<file path="config.mk">
export PLATFORM = sky130hd
export DESIGN_NAME = multiplexed_servo_pulse_sequencer
export DESIGN_NICKNAME = d
export VERILOG_FILES = /design/src/mssq_pkg.sv /design/src/mssq_duty_table.sv /design/src/mssq_phase_seq.sv /design/src/multiplexed_servo_pulse_sequencer.sv
export SDC_FILE = /design/constraint.sdc
export NUM_CORES = 1
export LEC_CHECK = 0
export ABC_AREA = 1
export BUFFER_PORTS_ARGS = -buffer_cell sky130_fd_sc_hd__buf_2
export CAP_MARGIN = 10
export CORE_MARGIN = 3
export CORE_UTILIZATION = 64
export CTS_CLUSTER_DIAMETER = 200
export DETAILED_ROUTE_END_ITERATION = 7
export GPL_TIMING_DRIVEN = 0
export PLACE_DENSITY = 0.89
export SETUP_SLACK_MARGIN = 0.3
export SLEW_MARGIN = 10
export SYNTH_ARGS = -nofsm -noshare
export SYNTH_HDL_FRONTEND = slang
export SYNTH_HIERARCHICAL = 1
export SYNTH_SLANG_ARGS = --single-unit
export TNS_END_PERCENT = 20
</file>
<file path="constraint.sdc">
create_clock -name clock -period 6 [get_ports clock]
set_clock_uncertainty 0.15 [all_clocks]
set_input_delay 0.6 -clock clock [delete_from_list [all_inputs] [get_ports clock]]
set_output_delay 0.6 -clock clock [all_outputs]
set_load 0.01 [all_outputs]
</file>
<file path="src/mssq_pkg.sv">
package mssq_pkg;

   // Input item kinds, carried on req_tuser
   typedef enum logic [1:0] {
      MODE_TICK = 2'd0,
      MODE_SET  = 2'd1,
      MODE_UP   = 2'd2,
      MODE_DOWN = 2'd3
   } mode_type;

   // Register indexes on the csr port
   localparam logic [1:0] CSR_DUTY_MIN    = 2'd0;
   localparam logic [1:0] CSR_DUTY_MAX    = 2'd1;
   localparam logic [1:0] CSR_DUTY_STEP   = 2'd2;
   localparam logic [1:0] CSR_FRAME_TICKS = 2'd3;

   localparam int unsigned CSR_W = 16;

   localparam logic [CSR_W-1:0] DUTY_MIN_RESET    = 16'd1563;
   localparam logic [CSR_W-1:0] DUTY_MAX_RESET    = 16'd7813;
   localparam logic [CSR_W-1:0] DUTY_STEP_RESET   = 16'd50;
   localparam logic [CSR_W-1:0] FRAME_TICKS_RESET = 16'd62500;
   localparam logic [CSR_W-1:0] DUTY_RESET        = 16'd4688;

   typedef struct packed {
      logic [CSR_W-1:0] duty_min;
      logic [CSR_W-1:0] duty_max;
      logic [CSR_W-1:0] duty_step;
      logic [CSR_W-1:0] frame_ticks;
   } cfg_type;

   // Duty command presented to the duty table
   typedef struct packed {
      logic             fire;
      mode_type         mode;
      logic [2:0]       channel;
      logic [CSR_W-1:0] value;
   } cmd_type;

endpackage

</file>
<file path="src/mssq_duty_table.sv">
module mssq_duty_table import mssq_pkg::*; #(
   parameter int CHANNELS  = 5,
   parameter int TICK_BITS = 16,
   localparam int PH_W     = $clog2(CHANNELS + 1),
   localparam int W        = (TICK_BITS > 16) ? TICK_BITS : 16,
   localparam int SW       = W + 1
) (
   input  logic                 clock,
   input  logic                 reset,
   input  cmd_type              cmd,
   input  cfg_type              cfg,
   input  logic [PH_W-1:0]      phase_index,
   output logic [TICK_BITS-1:0] phase_duty,
   output logic [CSR_W-1:0]     duty_now
);

   logic [TICK_BITS-1:0] duty_ff [CHANNELS];
   logic [TICK_BITS-1:0] duty_in [CHANNELS];
   logic [TICK_BITS-1:0] cur;
   logic [TICK_BITS-1:0] nd;
   logic [SW-1:0]        sum_up;
   logic [W-1:0]         diff_dn;
   logic                 ch_ok;

   // one-hot lane selection for the addressed channel and the phase channel
   always_comb begin
      cur        = '0;
      phase_duty = '0;
      for (int i = 0; i < CHANNELS; i++) begin
         if (32'(cmd.channel) == i) cur = cur | duty_ff[i];
         if (phase_index == PH_W'(i)) phase_duty = phase_duty | duty_ff[i];
      end
   end

   assign ch_ok   = 32'(cmd.channel) < CHANNELS;
   assign sum_up  = SW'(cur) + SW'(cfg.duty_step);
   assign diff_dn = W'(cur) - W'(cfg.duty_step);

   always_comb begin
      case (cmd.mode)
         MODE_SET: begin
            if (cmd.value >= cfg.duty_min && cmd.value <= cfg.duty_max) begin
               nd = TICK_BITS'(cmd.value);
            end else begin
               nd = cur;
            end
         end
         MODE_UP: begin
            nd = (sum_up > SW'(cfg.duty_max)) ? TICK_BITS'(cfg.duty_max) : TICK_BITS'(sum_up);
         end
         MODE_DOWN: begin
            // clamp tests the stepped result, also catches underflow
            if (W'(cur) >= W'(cfg.duty_step) && diff_dn >= W'(cfg.duty_min)) begin
               nd = TICK_BITS'(diff_dn);
            end else begin
               nd = TICK_BITS'(cfg.duty_min);
            end
         end
         default: nd = cur;
      endcase
   end

   assign duty_now = ch_ok ? CSR_W'(nd) : '0;

   always_comb begin
      for (int i = 0; i < CHANNELS; i++) begin
         duty_in[i] = (cmd.fire && ch_ok && 32'(cmd.channel) == i) ? nd : duty_ff[i];
      end
   end

   always_ff @(posedge clock) begin
      for (int i = 0; i < CHANNELS; i++) begin
         if (reset) begin
            duty_ff[i] <= TICK_BITS'(DUTY_RESET);
         end else begin
            duty_ff[i] <= duty_in[i];
         end
      end
   end

endmodule

</file>
<file path="src/mssq_phase_seq.sv">
module mssq_phase_seq import mssq_pkg::*; #(
   parameter int CHANNELS  = 5,
   parameter int TICK_BITS = 16,
   localparam int PH_W     = $clog2(CHANNELS + 1),
   localparam int CNT_W    = (TICK_BITS > 16) ? TICK_BITS : 16,
   localparam int SUM_RAW  = TICK_BITS + $clog2(CHANNELS),
   localparam int SUM_W    = (SUM_RAW > 32) ? 32 : SUM_RAW,
   localparam int CMP_W    = (SUM_W > 16) ? SUM_W : 16
) (
   input  logic                 clock,
   input  logic                 reset,
   input  logic                 tick,
   input  logic [CSR_W-1:0]     frame_ticks,
   input  logic [TICK_BITS-1:0] phase_duty,
   output logic [PH_W-1:0]      phase_index,
   output logic [CHANNELS-1:0]  tick_lines,
   output logic [CHANNELS-1:0]  held_lines,
   output logic                 frame_start
);

   logic [PH_W-1:0]  phase_ff, phase_in;
   logic [CNT_W-1:0] count_ff, count_in;
   logic [SUM_W-1:0] sum_ff, sum_in;
   logic [CNT_W-1:0] len;
   logic [CNT_W-1:0] count_eff;
   logic [SUM_W-1:0] sum_base;
   logic             in_pulse;
   logic             idle_cnt;

   assign idle_cnt    = (count_ff == '0);
   assign in_pulse    = 32'(phase_ff) < CHANNELS;
   assign frame_start = idle_cnt && (phase_ff == '0);
   assign sum_base    = frame_start ? '0 : sum_ff;

   // length of the phase that starts on this tick
   always_comb begin
      if (in_pulse) begin
         len = (phase_duty == '0) ? CNT_W'(1) : CNT_W'(phase_duty);
      end else if (CMP_W'(sum_ff) < CMP_W'(frame_ticks)) begin
         len = CNT_W'(frame_ticks - CSR_W'(sum_ff));
      end else begin
         len = CNT_W'(1);
      end
   end

   assign count_eff = idle_cnt ? len : count_ff;

   always_comb begin
      count_in = count_ff;
      sum_in   = sum_ff;
      phase_in = phase_ff;
      if (tick) begin
         count_in = count_eff - CNT_W'(1);
         if (idle_cnt && in_pulse) sum_in = sum_base + SUM_W'(len);
         if (count_in == '0) begin
            phase_in = in_pulse ? phase_ff + PH_W'(1) : '0;
         end
      end
   end

   always_comb begin
      for (int i = 0; i < CHANNELS; i++) begin
         tick_lines[i] = (phase_ff == PH_W'(i));
         held_lines[i] = (phase_ff == PH_W'(i)) && !idle_cnt;
      end
   end

   assign phase_index = phase_ff;

   always_ff @(posedge clock) begin
      if (reset) begin
         phase_ff <= '0;
         count_ff <= '0;
         sum_ff   <= '0;
      end else begin
         phase_ff <= phase_in;
         count_ff <= count_in;
         sum_ff   <= sum_in;
      end
   end

endmodule

</file>
<file path="src/multiplexed_servo_pulse_sequencer.sv">
// Multiplexed servo pulse sequencer. Drives CHANNELS servo lines one after
// another inside a frame of frame_ticks ticks: phase c holds line c high
// for the duty of channel c latched as the phase begins (zero duty still
// gives one tick), then a gap phase keeps all lines low for the rest of the
// frame, at least one tick. Each req transfer is one item: a timer tick
// (tuser mode 0) or a duty command on a channel (set within
// [duty_min, duty_max], step up or down by duty_step with clamping). Each
// item gives exactly one rsp transfer with the line state, the phase, a
// frame start flag and, for commands, the stored duty of the addressed
// channel (0 for ticks and for channels out of range). From req to rsp an
// item goes through an input register, then one pass through the duty
// table and the phase counter into the output register. One item is taken
// every cycle while rsp_tready is high. The user must write registers through
// csr_we/csr_index/csr_wdata only while no item is in flight; nothing enforces it.
module multiplexed_servo_pulse_sequencer import mssq_pkg::*; #(
   parameter int CHANNELS  = 5,
   parameter int TICK_BITS = 16,
   localparam int PH_W     = $clog2(CHANNELS + 1),
   localparam int REQ_W    = ((3 + CSR_W + 7) / 8) * 8,
   localparam int RSP_RAW  = CHANNELS + PH_W + CSR_W,
   localparam int RSP_W    = ((RSP_RAW + 7) / 8) * 8
) (
   input  logic             clock,
   input  logic             reset,
   // request stream
   input  logic             req_tvalid,
   output logic             req_tready,
   input  logic [REQ_W-1:0] req_tdata,   // channel[2:0], value[18:3], zero pad
   input  logic [1:0]       req_tuser,   // mode
   // result stream
   output logic             rsp_tvalid,
   input  logic             rsp_tready,
   output logic [RSP_W-1:0] rsp_tdata,   // pulse_lines, phase, duty_now, zero pad
   output logic             rsp_tuser,   // frame_start
   // register writes
   input  logic             csr_we,
   input  logic [1:0]       csr_index,
   input  logic [CSR_W-1:0] csr_wdata
);

   // input register
   logic             in_valid_ff;
   mode_type         in_mode_ff;
   logic [2:0]       in_channel_ff;
   logic [CSR_W-1:0] in_value_ff;

   // output register
   logic                rsp_valid_ff;
   logic [CHANNELS-1:0] out_lines_ff;
   logic [PH_W-1:0]     out_phase_ff;
   logic [CSR_W-1:0]    out_duty_ff;
   logic                out_start_ff;

   cfg_type cfg_ff;

   logic                 advance;
   logic                 is_tick;
   cmd_type              cmd;
   logic [TICK_BITS-1:0] phase_duty;
   logic [CSR_W-1:0]     duty_now;
   logic [PH_W-1:0]      phase_index;
   logic [CHANNELS-1:0]  tick_lines;
   logic [CHANNELS-1:0]  held_lines;
   logic                 frame_start;

   // the input stage moves on when the output register is free or drains now
   assign advance    = in_valid_ff && (!rsp_valid_ff || rsp_tready);
   assign req_tready = !in_valid_ff || advance;
   assign is_tick    = (in_mode_ff == MODE_TICK);

   assign cmd.fire    = advance && !is_tick;
   assign cmd.mode    = in_mode_ff;
   assign cmd.channel = in_channel_ff;
   assign cmd.value   = in_value_ff;

   mssq_duty_table #(
      .CHANNELS  (CHANNELS),
      .TICK_BITS (TICK_BITS)
   ) u_duty (
      .clock       (clock),
      .reset       (reset),
      .cmd         (cmd),
      .cfg         (cfg_ff),
      .phase_index (phase_index),
      .phase_duty  (phase_duty),
      .duty_now    (duty_now)
   );

   mssq_phase_seq #(
      .CHANNELS  (CHANNELS),
      .TICK_BITS (TICK_BITS)
   ) u_phase (
      .clock       (clock),
      .reset       (reset),
      .tick        (advance && is_tick),
      .frame_ticks (cfg_ff.frame_ticks),
      .phase_duty  (phase_duty),
      .phase_index (phase_index),
      .tick_lines  (tick_lines),
      .held_lines  (held_lines),
      .frame_start (frame_start)
   );

   // register file
   always_ff @(posedge clock) begin
      if (reset) begin
         cfg_ff.duty_min    <= DUTY_MIN_RESET;
         cfg_ff.duty_max    <= DUTY_MAX_RESET;
         cfg_ff.duty_step   <= DUTY_STEP_RESET;
         cfg_ff.frame_ticks <= FRAME_TICKS_RESET;
      end else if (csr_we) begin
         unique case (csr_index)
            CSR_DUTY_MIN:    cfg_ff.duty_min    <= csr_wdata;
            CSR_DUTY_MAX:    cfg_ff.duty_max    <= csr_wdata;
            CSR_DUTY_STEP:   cfg_ff.duty_step   <= csr_wdata;
            CSR_FRAME_TICKS: cfg_ff.frame_ticks <= csr_wdata;
            default: ;
         endcase
      end
   end

   // input register
   always_ff @(posedge clock) begin
      if (reset) begin
         in_valid_ff <= 1'b0;
      end else if (req_tready) begin
         in_valid_ff <= req_tvalid;
      end
      if (req_tready && req_tvalid) begin
         in_mode_ff    <= mode_type'(req_tuser);
         in_channel_ff <= req_tdata[2:0];
         in_value_ff   <= req_tdata[3 +: CSR_W];
      end
   end

   // output register; a tick reports the line of its own phase
   always_ff @(posedge clock) begin
      if (reset) begin
         rsp_valid_ff <= 1'b0;
      end else if (advance) begin
         rsp_valid_ff <= 1'b1;
      end else if (rsp_tready) begin
         rsp_valid_ff <= 1'b0;
      end
      if (advance) begin
         out_lines_ff <= is_tick ? tick_lines : held_lines;
         out_phase_ff <= phase_index;
         out_duty_ff  <= is_tick ? '0 : duty_now;
         out_start_ff <= is_tick && frame_start;
      end
   end

   assign rsp_tvalid = rsp_valid_ff;
   assign rsp_tdata  = RSP_W'({out_duty_ff, out_phase_ff, out_lines_ff});
   assign rsp_tuser  = out_start_ff;

endmodule
</file>
==> parameters.txt, run 1 <==
Parameter                              Value

Detailed routing
  Wirelength, routed    60200 µm
  Drt drc    1
  Routed length per placed instance    approximately 19 µm
  Routed via count    roughly 19000
  Remaining number of nets flagged by the antenna check after routing    0
  Via-per-instance ratio    5.89
  Violation count after the first detailed-routing iteration    between 2000 and 2500
  DR pass1 iterations    8

Synth
  Sequential area share after synthesis    between 20 and 30%
  Post-synth top area share    a little over a fifth
  Multiplexer area fraction after synthesis    0%
  Cell area after technology mapping    roughly 18000 µm²
  Xor-xnor portion of the synthesized cell area    roughly 1.6%
  Cell type contributing the most total cell area after synthesis    dfxtp_1
  Adder-cell area share of the yosys netlist    between 10% and 20%
  Mapped Nets    2894
  Total of warnings raised by yosys    6
  Most frequent cells after synthesis    nand2_1, inv_1, nor2_1
  Ys flop type    dfxtp_1
  Most numerous cell in the Yosys netlist    nand2_1
  Cell count after synthesis    2690
  Number of synthesized flops with an enable pin    46
  Top cells by area, synth    dfxtp_1, nand2_1, ha_1
  FF+latch count, synth    230
  Complex-gate fraction of the synthesized area    about 15%
  Library cells used by synthesis    53
  Synthesized area per cell    ~6.6 µm²
  Area share of and/or/nand/nor cells after synthesis    31.7%
  Post-synthesis async set-or-reset flop share    0%
  Main combinational cell family by area after synthesis    simple AND/OR/NAND/NOR gates

Finish
  Multi-input gate area    roughly 11000 µm²
  Area growth syn-to-layout    14.1%
  Final instance area    about 20000 µm²
  Count of nets after finishing    3036
  Filler cells    ~2200
  Final core utilization    74.6%
  Number of standard cells in the layout, taps in and fillers out    about 3200
  Share of cells above drive strength 1    around 15%
  Number of antenna diodes    0
  Storage element area    about 5000 µm²

Place
  Buffers added on ports    68
  Gp weighted congestion    approximately 1.1
  Setup slack after placement    -0.408 ns
  Final HPWL from detailed placement    between 40000 and 50000 µm
  Post-DP Area    approximately 19000 µm²
  Dpl cells    about 3100

Clock network
  Clock latency reported for the late side of the worst-skew pair    0.56 ns
  Clock tree from TritonCTS    done
  Library cell used as clock root buffer    clkbuf_16
  Quantity of hold-fixing buffers added after cts    0
  Number of clock buffers inserted by TritonCTS    26
  CTS sink cnt    230
  Largest buffer count on any clock path    3
  Clock input transition at the sequential cells of the worst setup and hold paths    about 0.070 ns
  H-Tree Level Count    1

STA
  Fin Hold WS    0.0640 ns
  Minimum clock period after layout    approximately 5.5 ns
  Setup-violating endpoint count in the final report    0
  Final worst path period share    92.5%
  Slew HR    between 20 and 30%
  Setup repair after global routing missed its margin    yes
  Final hold viol count    0
  Total count of max-transition violations in the final report    0
  Post-layout worst setup margin    between 0.4 and 0.5 ns
  Achievable frequency    about 0.18 GHz
  Slew of the pin with the lowest slew margin    roughly 1.1 ns

Worst setup path
  Worst setup SP type    register
  Top delay family on crit path    simple AND/OR/NAND/NOR gates
  WP data arrival    between 5 and 6 ns
  Worst reg-to-reg setup slack    0.45 ns
  Category of the most critical setup path    register to register
  Kind of end point of the critical path    register
  Worst R2R Path Depth    37
  Critical path fanouts, max    10
  Crit-path max cell delay    between 0.4 and 0.5 ns
  RR Startpoint    in_channel_ff[0]$_DFFE_PP_
  Critical Path Stages    37
  Worst setup endpoint    out_duty_ff[8]$_SDFFCE_PN0P_
  Critical-path top delay cell    edfxtp_1
  Data required time at the worst endpoint    between 6 and 7 ns
  Critical R2R Capture    out_duty_ff[8]$_SDFFCE_PN0P_
  Critical path buffer and inverter count    6
  Timing startpoint of the critical path    in_channel_ff[0]$_DFFE_PP_
  Most Frequent Cell on Critical Path    nand2_1

Worst hold path
  Worst min-delay path class    input pin to register

Die
  Core outline area    27100 µm²
  Total Die Area    29700 µm²
  Die H    172 µm
  Number of core rows    60
  Starting density of the core    between 60% and 70%
  Ports    between 70 and 80
  Width of the chip    between 150 and 200 µm

Global routing
  Pin count of the biggest net entering global routing    26
  Total gr overflow    0
  GRT Overall Usage    between 30% and 40%
  Number of antenna violations at the first check in global routing    0
  Number of global-route vias before repair    around 17000
  First-pass GRT wire length    between 90000 and 100000 µm

Power and ir drop
  Worst VDD drop    about 0.23 mV
  Power density cells    239 nW/µm²
  Static leakage    about 10 nW

Status
  Run status    complete, but fails checks
  Failing checks    DRC

Job
  Number of max-cap violations    0
-- what timing repair did --
action	4_1_cts	5_1_grt
pin swaps	2	30
endpoints found under the setup margin	96	99
buffers inserted	2	44
gates resized for setup	27	96
gates cloned	0	0
-- state kept, by name, indices dropped and copies added (netlist names) --
register             cells
rsp_tuser                1
in_valid_ff              1
cfg_ff                  64
out_lines_ff             5
in_channel_ff            3
in_value_ff             16
out_duty_ff             16
rsp_tvalid               1
u_phase/count_ff        16
u_duty/duty_ff          80
u_phase/sum_ff          19
out_phase_ff             3
in_mode_ff               2
u_phase/phase_index      3
-- metal layers --
layer	track usage [%]	wire length (µm)
met1	47.8	22600
met2	63.8	26700
met3	6.88	5880
met4	26.9	5050
met5	0	0
-- kinds of logic (layout without fill, tap and decap cells) --
kind of cell | Yosys count | in the layout
buf+inv | 537 | 699
xor+xnor | 32 | 32
simple gates | 1270 | 1270
fa+ha+maj | 155 | 155
flops | 230 | 230
compound gates | 466 | 466
-- cell type report --
class	count	area share, %
Multi-Input combinational cell	1923	54.3
Sequential cell	230	25.1
Inverter	443	8.27
Timing Repair Buffer	114	3.45
Clock buffer	31	3.31
Buffer	94	2.36
Tap cell	372	2.30
Clock inverter	17	0.972
-- power breakdown --
group          total [mW]  switching, mW  leakage, nW  internal, mW
Combinational        1.48          0.988         7.81         0.491
Sequential           1.70         0.0568         1.94          1.64
Clock                1.65          0.680        0.424         0.970
-- worst min-delay path by stage --
stage | startpoint | to | slack [ns] | cells past startpoint
floorplan | cfg_ff[49]$_SDFFE_PP1P_ | cfg_ff[49]$_SDFFE_PP1P_ | 0.28 | 2
finish | req_tdata[0] | in_channel_ff[0]$_DFFE_PP_ | 0.06 | 1
global placement | cfg_ff[57]$_SDFFE_PP1P_ | cfg_ff[57]$_SDFFE_PP1P_ | 0.29 | 2
CTS | req_tdata[0] | in_channel_ff[0]$_DFFE_PP_ | 0.06 | 1
global route | req_tdata[2] | in_channel_ff[2]$_DFFE_PP_ | 0.06 | 1
detailed placement | cfg_ff[52]$_SDFFE_PP1P_ | cfg_ff[52]$_SDFFE_PP1P_ | 0.30 | 2
-- placed cells by master (no fill, tap or decap), types with 15 or more instances in the layout --
cell type / count
buf_2: 86
nor2_2: 22
a21oi_1: 188
ha_1: 147
inv_1: 415
nand3_2: 16
a21oi_2: 55
inv_2: 24
xor2_1: 22
buf_4: 53
nor3_1: 15
nand3_1: 218
dfxtp_1: 184
nand2_4: 15
clkbuf_1: 57
nand2_1: 607
clkbuf_16: 26
o21ai_0: 145
nand2_2: 45
edfxtp_1: 46
nor2_1: 255
nand4_1: 31
-- worst register-to-register path: cells and delay by family, from the launching register on --
kind,cells,cell delay [ns]
adder cells (fa/ha/maj),3,0.94
AO/OA/AOI/OAI,4,0.80
buffers and inverters,6,0.62
flip-flops,1,0.45
AND/OR/NAND/NOR,24,2.34
-- per-stage QoR --
stage,TNS [ns],power (mW)
final,0,4.83
after global routing,0,5.04
after CTS,0,4.67
after detailed placement,-11.03,3.03
after global placement,-3.77,2.99
after floorplan,0,2.67
Note: power is estimated with default switching activity, not from simulation.
==> run 2: changes to the inputs <==
--- a/config.mk
+++ b/config.mk
@@ -8,6 +8,7 @@
 export ABC_AREA = 1
 export BUFFER_PORTS_ARGS = -buffer_cell sky130_fd_sc_hd__buf_2
 export CAP_MARGIN = 10
+export CORE_ASPECT_RATIO = 1.5
 export CORE_MARGIN = 3
 export CORE_UTILIZATION = 64
 export CTS_CLUSTER_DIAMETER = 200
==> run 2 against run 1 <==
- the run now ends clean
- global-route usage increased by 0.074 points
- setup slack improved by 0.14 ns
- combinational power decreased by 3%
- clock power decreased by 10%
- wire length increased by 0.29%
- sequential share of layout area increased by 0.44 points
- design area decreased by 1.7%
- power decreased by 4.6%
- die area increased by 0.14%
- register-to-register slack improved by 0.14 ns
- critical endpoint is now out_duty_ff[6]$_SDFFCE_PN0P_
==> parameters.txt, run 2 (same netlist as run 1, synthesis figures left out) <==
Parameter                              Value

Status
  Run status    finished clean (was complete, but fails checks)

STA
  Fin Hold WS    0.100 ns (was 0.0640 ns)
  Setup repair after global routing missed its margin    yes (unchanged)
  Achievable frequency    0.185 GHz (was 0.180 GHz)
  Final hold viol count    0 (unchanged)
  Slew HR    38.3% (was 27.5%)
  Slew of the pin with the lowest slew margin    0.926 ns (was 1.09 ns)
  Final worst path period share    90.1% (was 92.5%)
  Total count of max-transition violations in the final report    0 (unchanged)
  Setup-violating endpoint count in the final report    0 (unchanged)
  Minimum clock period after layout    5.40 ns (was 5.55 ns)

Finish
  Final core utilization    74.0% (was 74.6%)
  Area growth syn-to-layout    12.2% (was 14.1%)
  Most common cell after layout, fill and taps aside    nand2_1 (unchanged)
  Share of cells above drive strength 1    14.0% (was 14.8%)
  Most flops, register    u_duty/duty_ff (unchanged)
  Number of standard cells in the layout, taps in and fillers out    3167 (was 3224)
  Largest registers    u_duty/duty_ff (80), cfg_ff (64), u_phase/sum_ff (19) (unchanged)
  Number of antenna diodes    0 (unchanged)
  Count of nets after finishing    3018 (was 3036)
  Top library cells by usage in the layout, fill and taps aside    nand2_1, inv_1, nor2_1 (unchanged)
  Number of flip-flops in the largest register    80 (unchanged)

Power and ir drop
  Static leakage    10.0 nW (was 10.2 nW)
  Share of total power in combinational logic    31.1% (was 30.6%)
  Switching component of the power    1.66 mW (was 1.73 mW)
  Clock share of power    32.2% (was 34.2%)
  Power after layout    4.60 mW (was 4.83 mW)
  Power density cells    232 nW/µm² (was 239 nW/µm²)
  Proportion of total power due to net switching    36.1% (was 35.7%)
  Cell-internal power    2.94 mW (was 3.10 mW)
  Worst VDD drop    0.264 mV (was 0.230 mV)
  Sequential group share of total power    36.7% (was 35.2%)

Worst hold path
  Number of cells on the worst hold path    1 (unchanged)
  Worst min-delay path class    input pin to register (unchanged)

Clock network
  Quantity of hold-fixing buffers added after cts    0 (unchanged)
  Largest buffer count on any clock path    3 (unchanged)
  Clock tree from TritonCTS    done (unchanged)
  H-Tree Level Count    1 (unchanged)
  Clock input transition at the sequential cells of the worst setup and hold paths    0.06 ns (was 0.07 ns)
  Clock latency reported for the late side of the worst-skew pair    0.54 ns (was 0.56 ns)
  Library cell used as clock root buffer    clkbuf_16 (unchanged)
  CTS sink cnt    230 (unchanged)
  Number of clock buffers inserted by TritonCTS    23 (was 26)

Detailed routing
  Violation count after the first detailed-routing iteration    1720 (was 2297)
  DR pass1 iterations    6 (was 8)
  Remaining number of nets flagged by the antenna check after routing    0 (unchanged)
  Routed via count    18656 (was 18993)
  Via-per-instance ratio    5.89 (about the same)
  Drt drc    0 (was 1)
  Routed length per placed instance    19.1 µm (was 18.7 µm)
  Wirelength, routed    60400 µm (was 60200 µm)

Worst setup path
  Crit-path max cell delay    0.47 ns (was 0.45 ns)
  Category of the most critical setup path    register to register (unchanged)
  Kind of end point of the critical path    register (unchanged)
  Worst setup SP type    register (unchanged)
  Worst R2R Path Depth    36 (was 37)
  Most Frequent Cell on Critical Path    nand2_1 (unchanged)
  Critical-path top delay cell    edfxtp_1 (unchanged)
  Data required time at the worst endpoint    6.23 ns (was 6.15 ns)
  Critical path fanouts, max    9 (was 10)
  WP data arrival    5.63 ns (was 5.69 ns)

Global routing
  First-pass GRT wire length    92700 µm (was 91800 µm)
  GRT Overall Usage    39.5% (was 39.4%)
  Pin count of the biggest net entering global routing    26 (unchanged)
  Number of global-route vias before repair    17791 (was 17383)
  Number of antenna violations at the first check in global routing    0 (unchanged)
  Total gr overflow    0 (unchanged)

Die
  Core outline area    26900 µm² (was 27100 µm²)
  Starting density of the core    65.9% (was 65.3%)
  Ports    76 (unchanged)
  Width of the chip    142 µm (was 172 µm)
  Total Die Area    29700 µm² (about the same)
  Number of core rows    73 (was 60)
  Die H    210 µm (was 172 µm)

Job
  Number of max-cap violations    0 (unchanged)

Place
  Buffers added on ports    68 (unchanged)
  Dpl cells    3095 (was 3130)
  Gp weighted congestion    1.08 (was 1.06)
  Final HPWL from detailed placement    47500 µm (was 46200 µm)
-- run 2: changes by cell type in the layout (fill, tap and decap cells not counted), sizes merged --
cell and delta:
buf -17, bufinv -2, clkbuf +2, clkinv -7
clkinvlp +2
-- run 2: worst max-delay path: cells and delay by family (launching register included) --
kind	cells	cell delay (ns)
AO/OA/AOI/OAI	7	1.27
AND/OR/NAND/NOR	19	1.68
XOR/XNOR	1	0.18
adder cells (fa/ha/maj)	3	0.91
flip-flops	1	0.47
buffers and inverters	6	0.58
-- run 2: metrics by stage --
step	TNS (ns)	setup slack (ns)	instance area, µm²
3_5_place_dp	-16.13	-0.459	18500
2_1_floorplan	0	1.15	17700
3_3_place_gp	-5.66	-0.336	18500
6_report	0	0.597	19900
5_1_grt	0	0.250	19900
4_1_cts	0	0.303	19500
-- run 2: final timing paths --
check                                  start                           end  slack, ns
hold / removal                  req_tuser[1]       in_mode_ff[1]$_DFFE_PP_       0.10
setup / recovery  in_channel_ff[0]$_DFFE_PP_  out_duty_ff[6]$_SDFFCE_PN0P_       0.60
hold reg to reg      cfg_ff[52]$_SDFFE_PP1P_       cfg_ff[52]$_SDFFE_PP1P_       0.32
setup reg to reg  in_channel_ff[0]$_DFFE_PP_  out_duty_ff[6]$_SDFFCE_PN0P_       0.60
-- run 2: area by class of cell --
cell class | count | area (µm²)
plain buffers | 94 | 468
clock buffers | 31 | 646
clock inverters | 10 | 116
fillers | 2261 | 6990
inverters | 443 | 1670
multi-input cells | 1923 | 10900
flip-flops and latches | 230 | 5060
well taps | 337 | 422
repair buffers | 99 | 573
-- run 2: layer usage --
| layer | share of wire (%) | up-vias | GRT usage (%) | wire length [µm] |
|---|---|---|---|---|
| met3 | 7.1 | 297 | 5.20 | 4300 |
| met5 | 0 | - | 0 | 0 |
| met4 | 11 | 0 | 35.3 | 6610 |
| met1 | 35 | 8496 | 42.8 | 21100 |
| li1 | - | 8900 | - | - |
| met2 | 47 | 963 | 66.1 | 28400 |
-- run 2: power groups by stage --
stage	combinational (mW)	sequential [mW]	clock [mW]
finish	1.43	1.69	1.48
global route	1.58	1.69	1.55
CTS	1.35	1.69	1.48
detailed placement	1.32	1.72	0
global placement	1.28	1.72	0
floorplan	0.961	1.71	0
-- run 2: timing repair --
action	in CTS	in global routing
pin swaps	3	12
gates resized for setup	37	61
endpoints found under the setup margin	96	101
buffers inserted	11	20
gates cloned	0	0
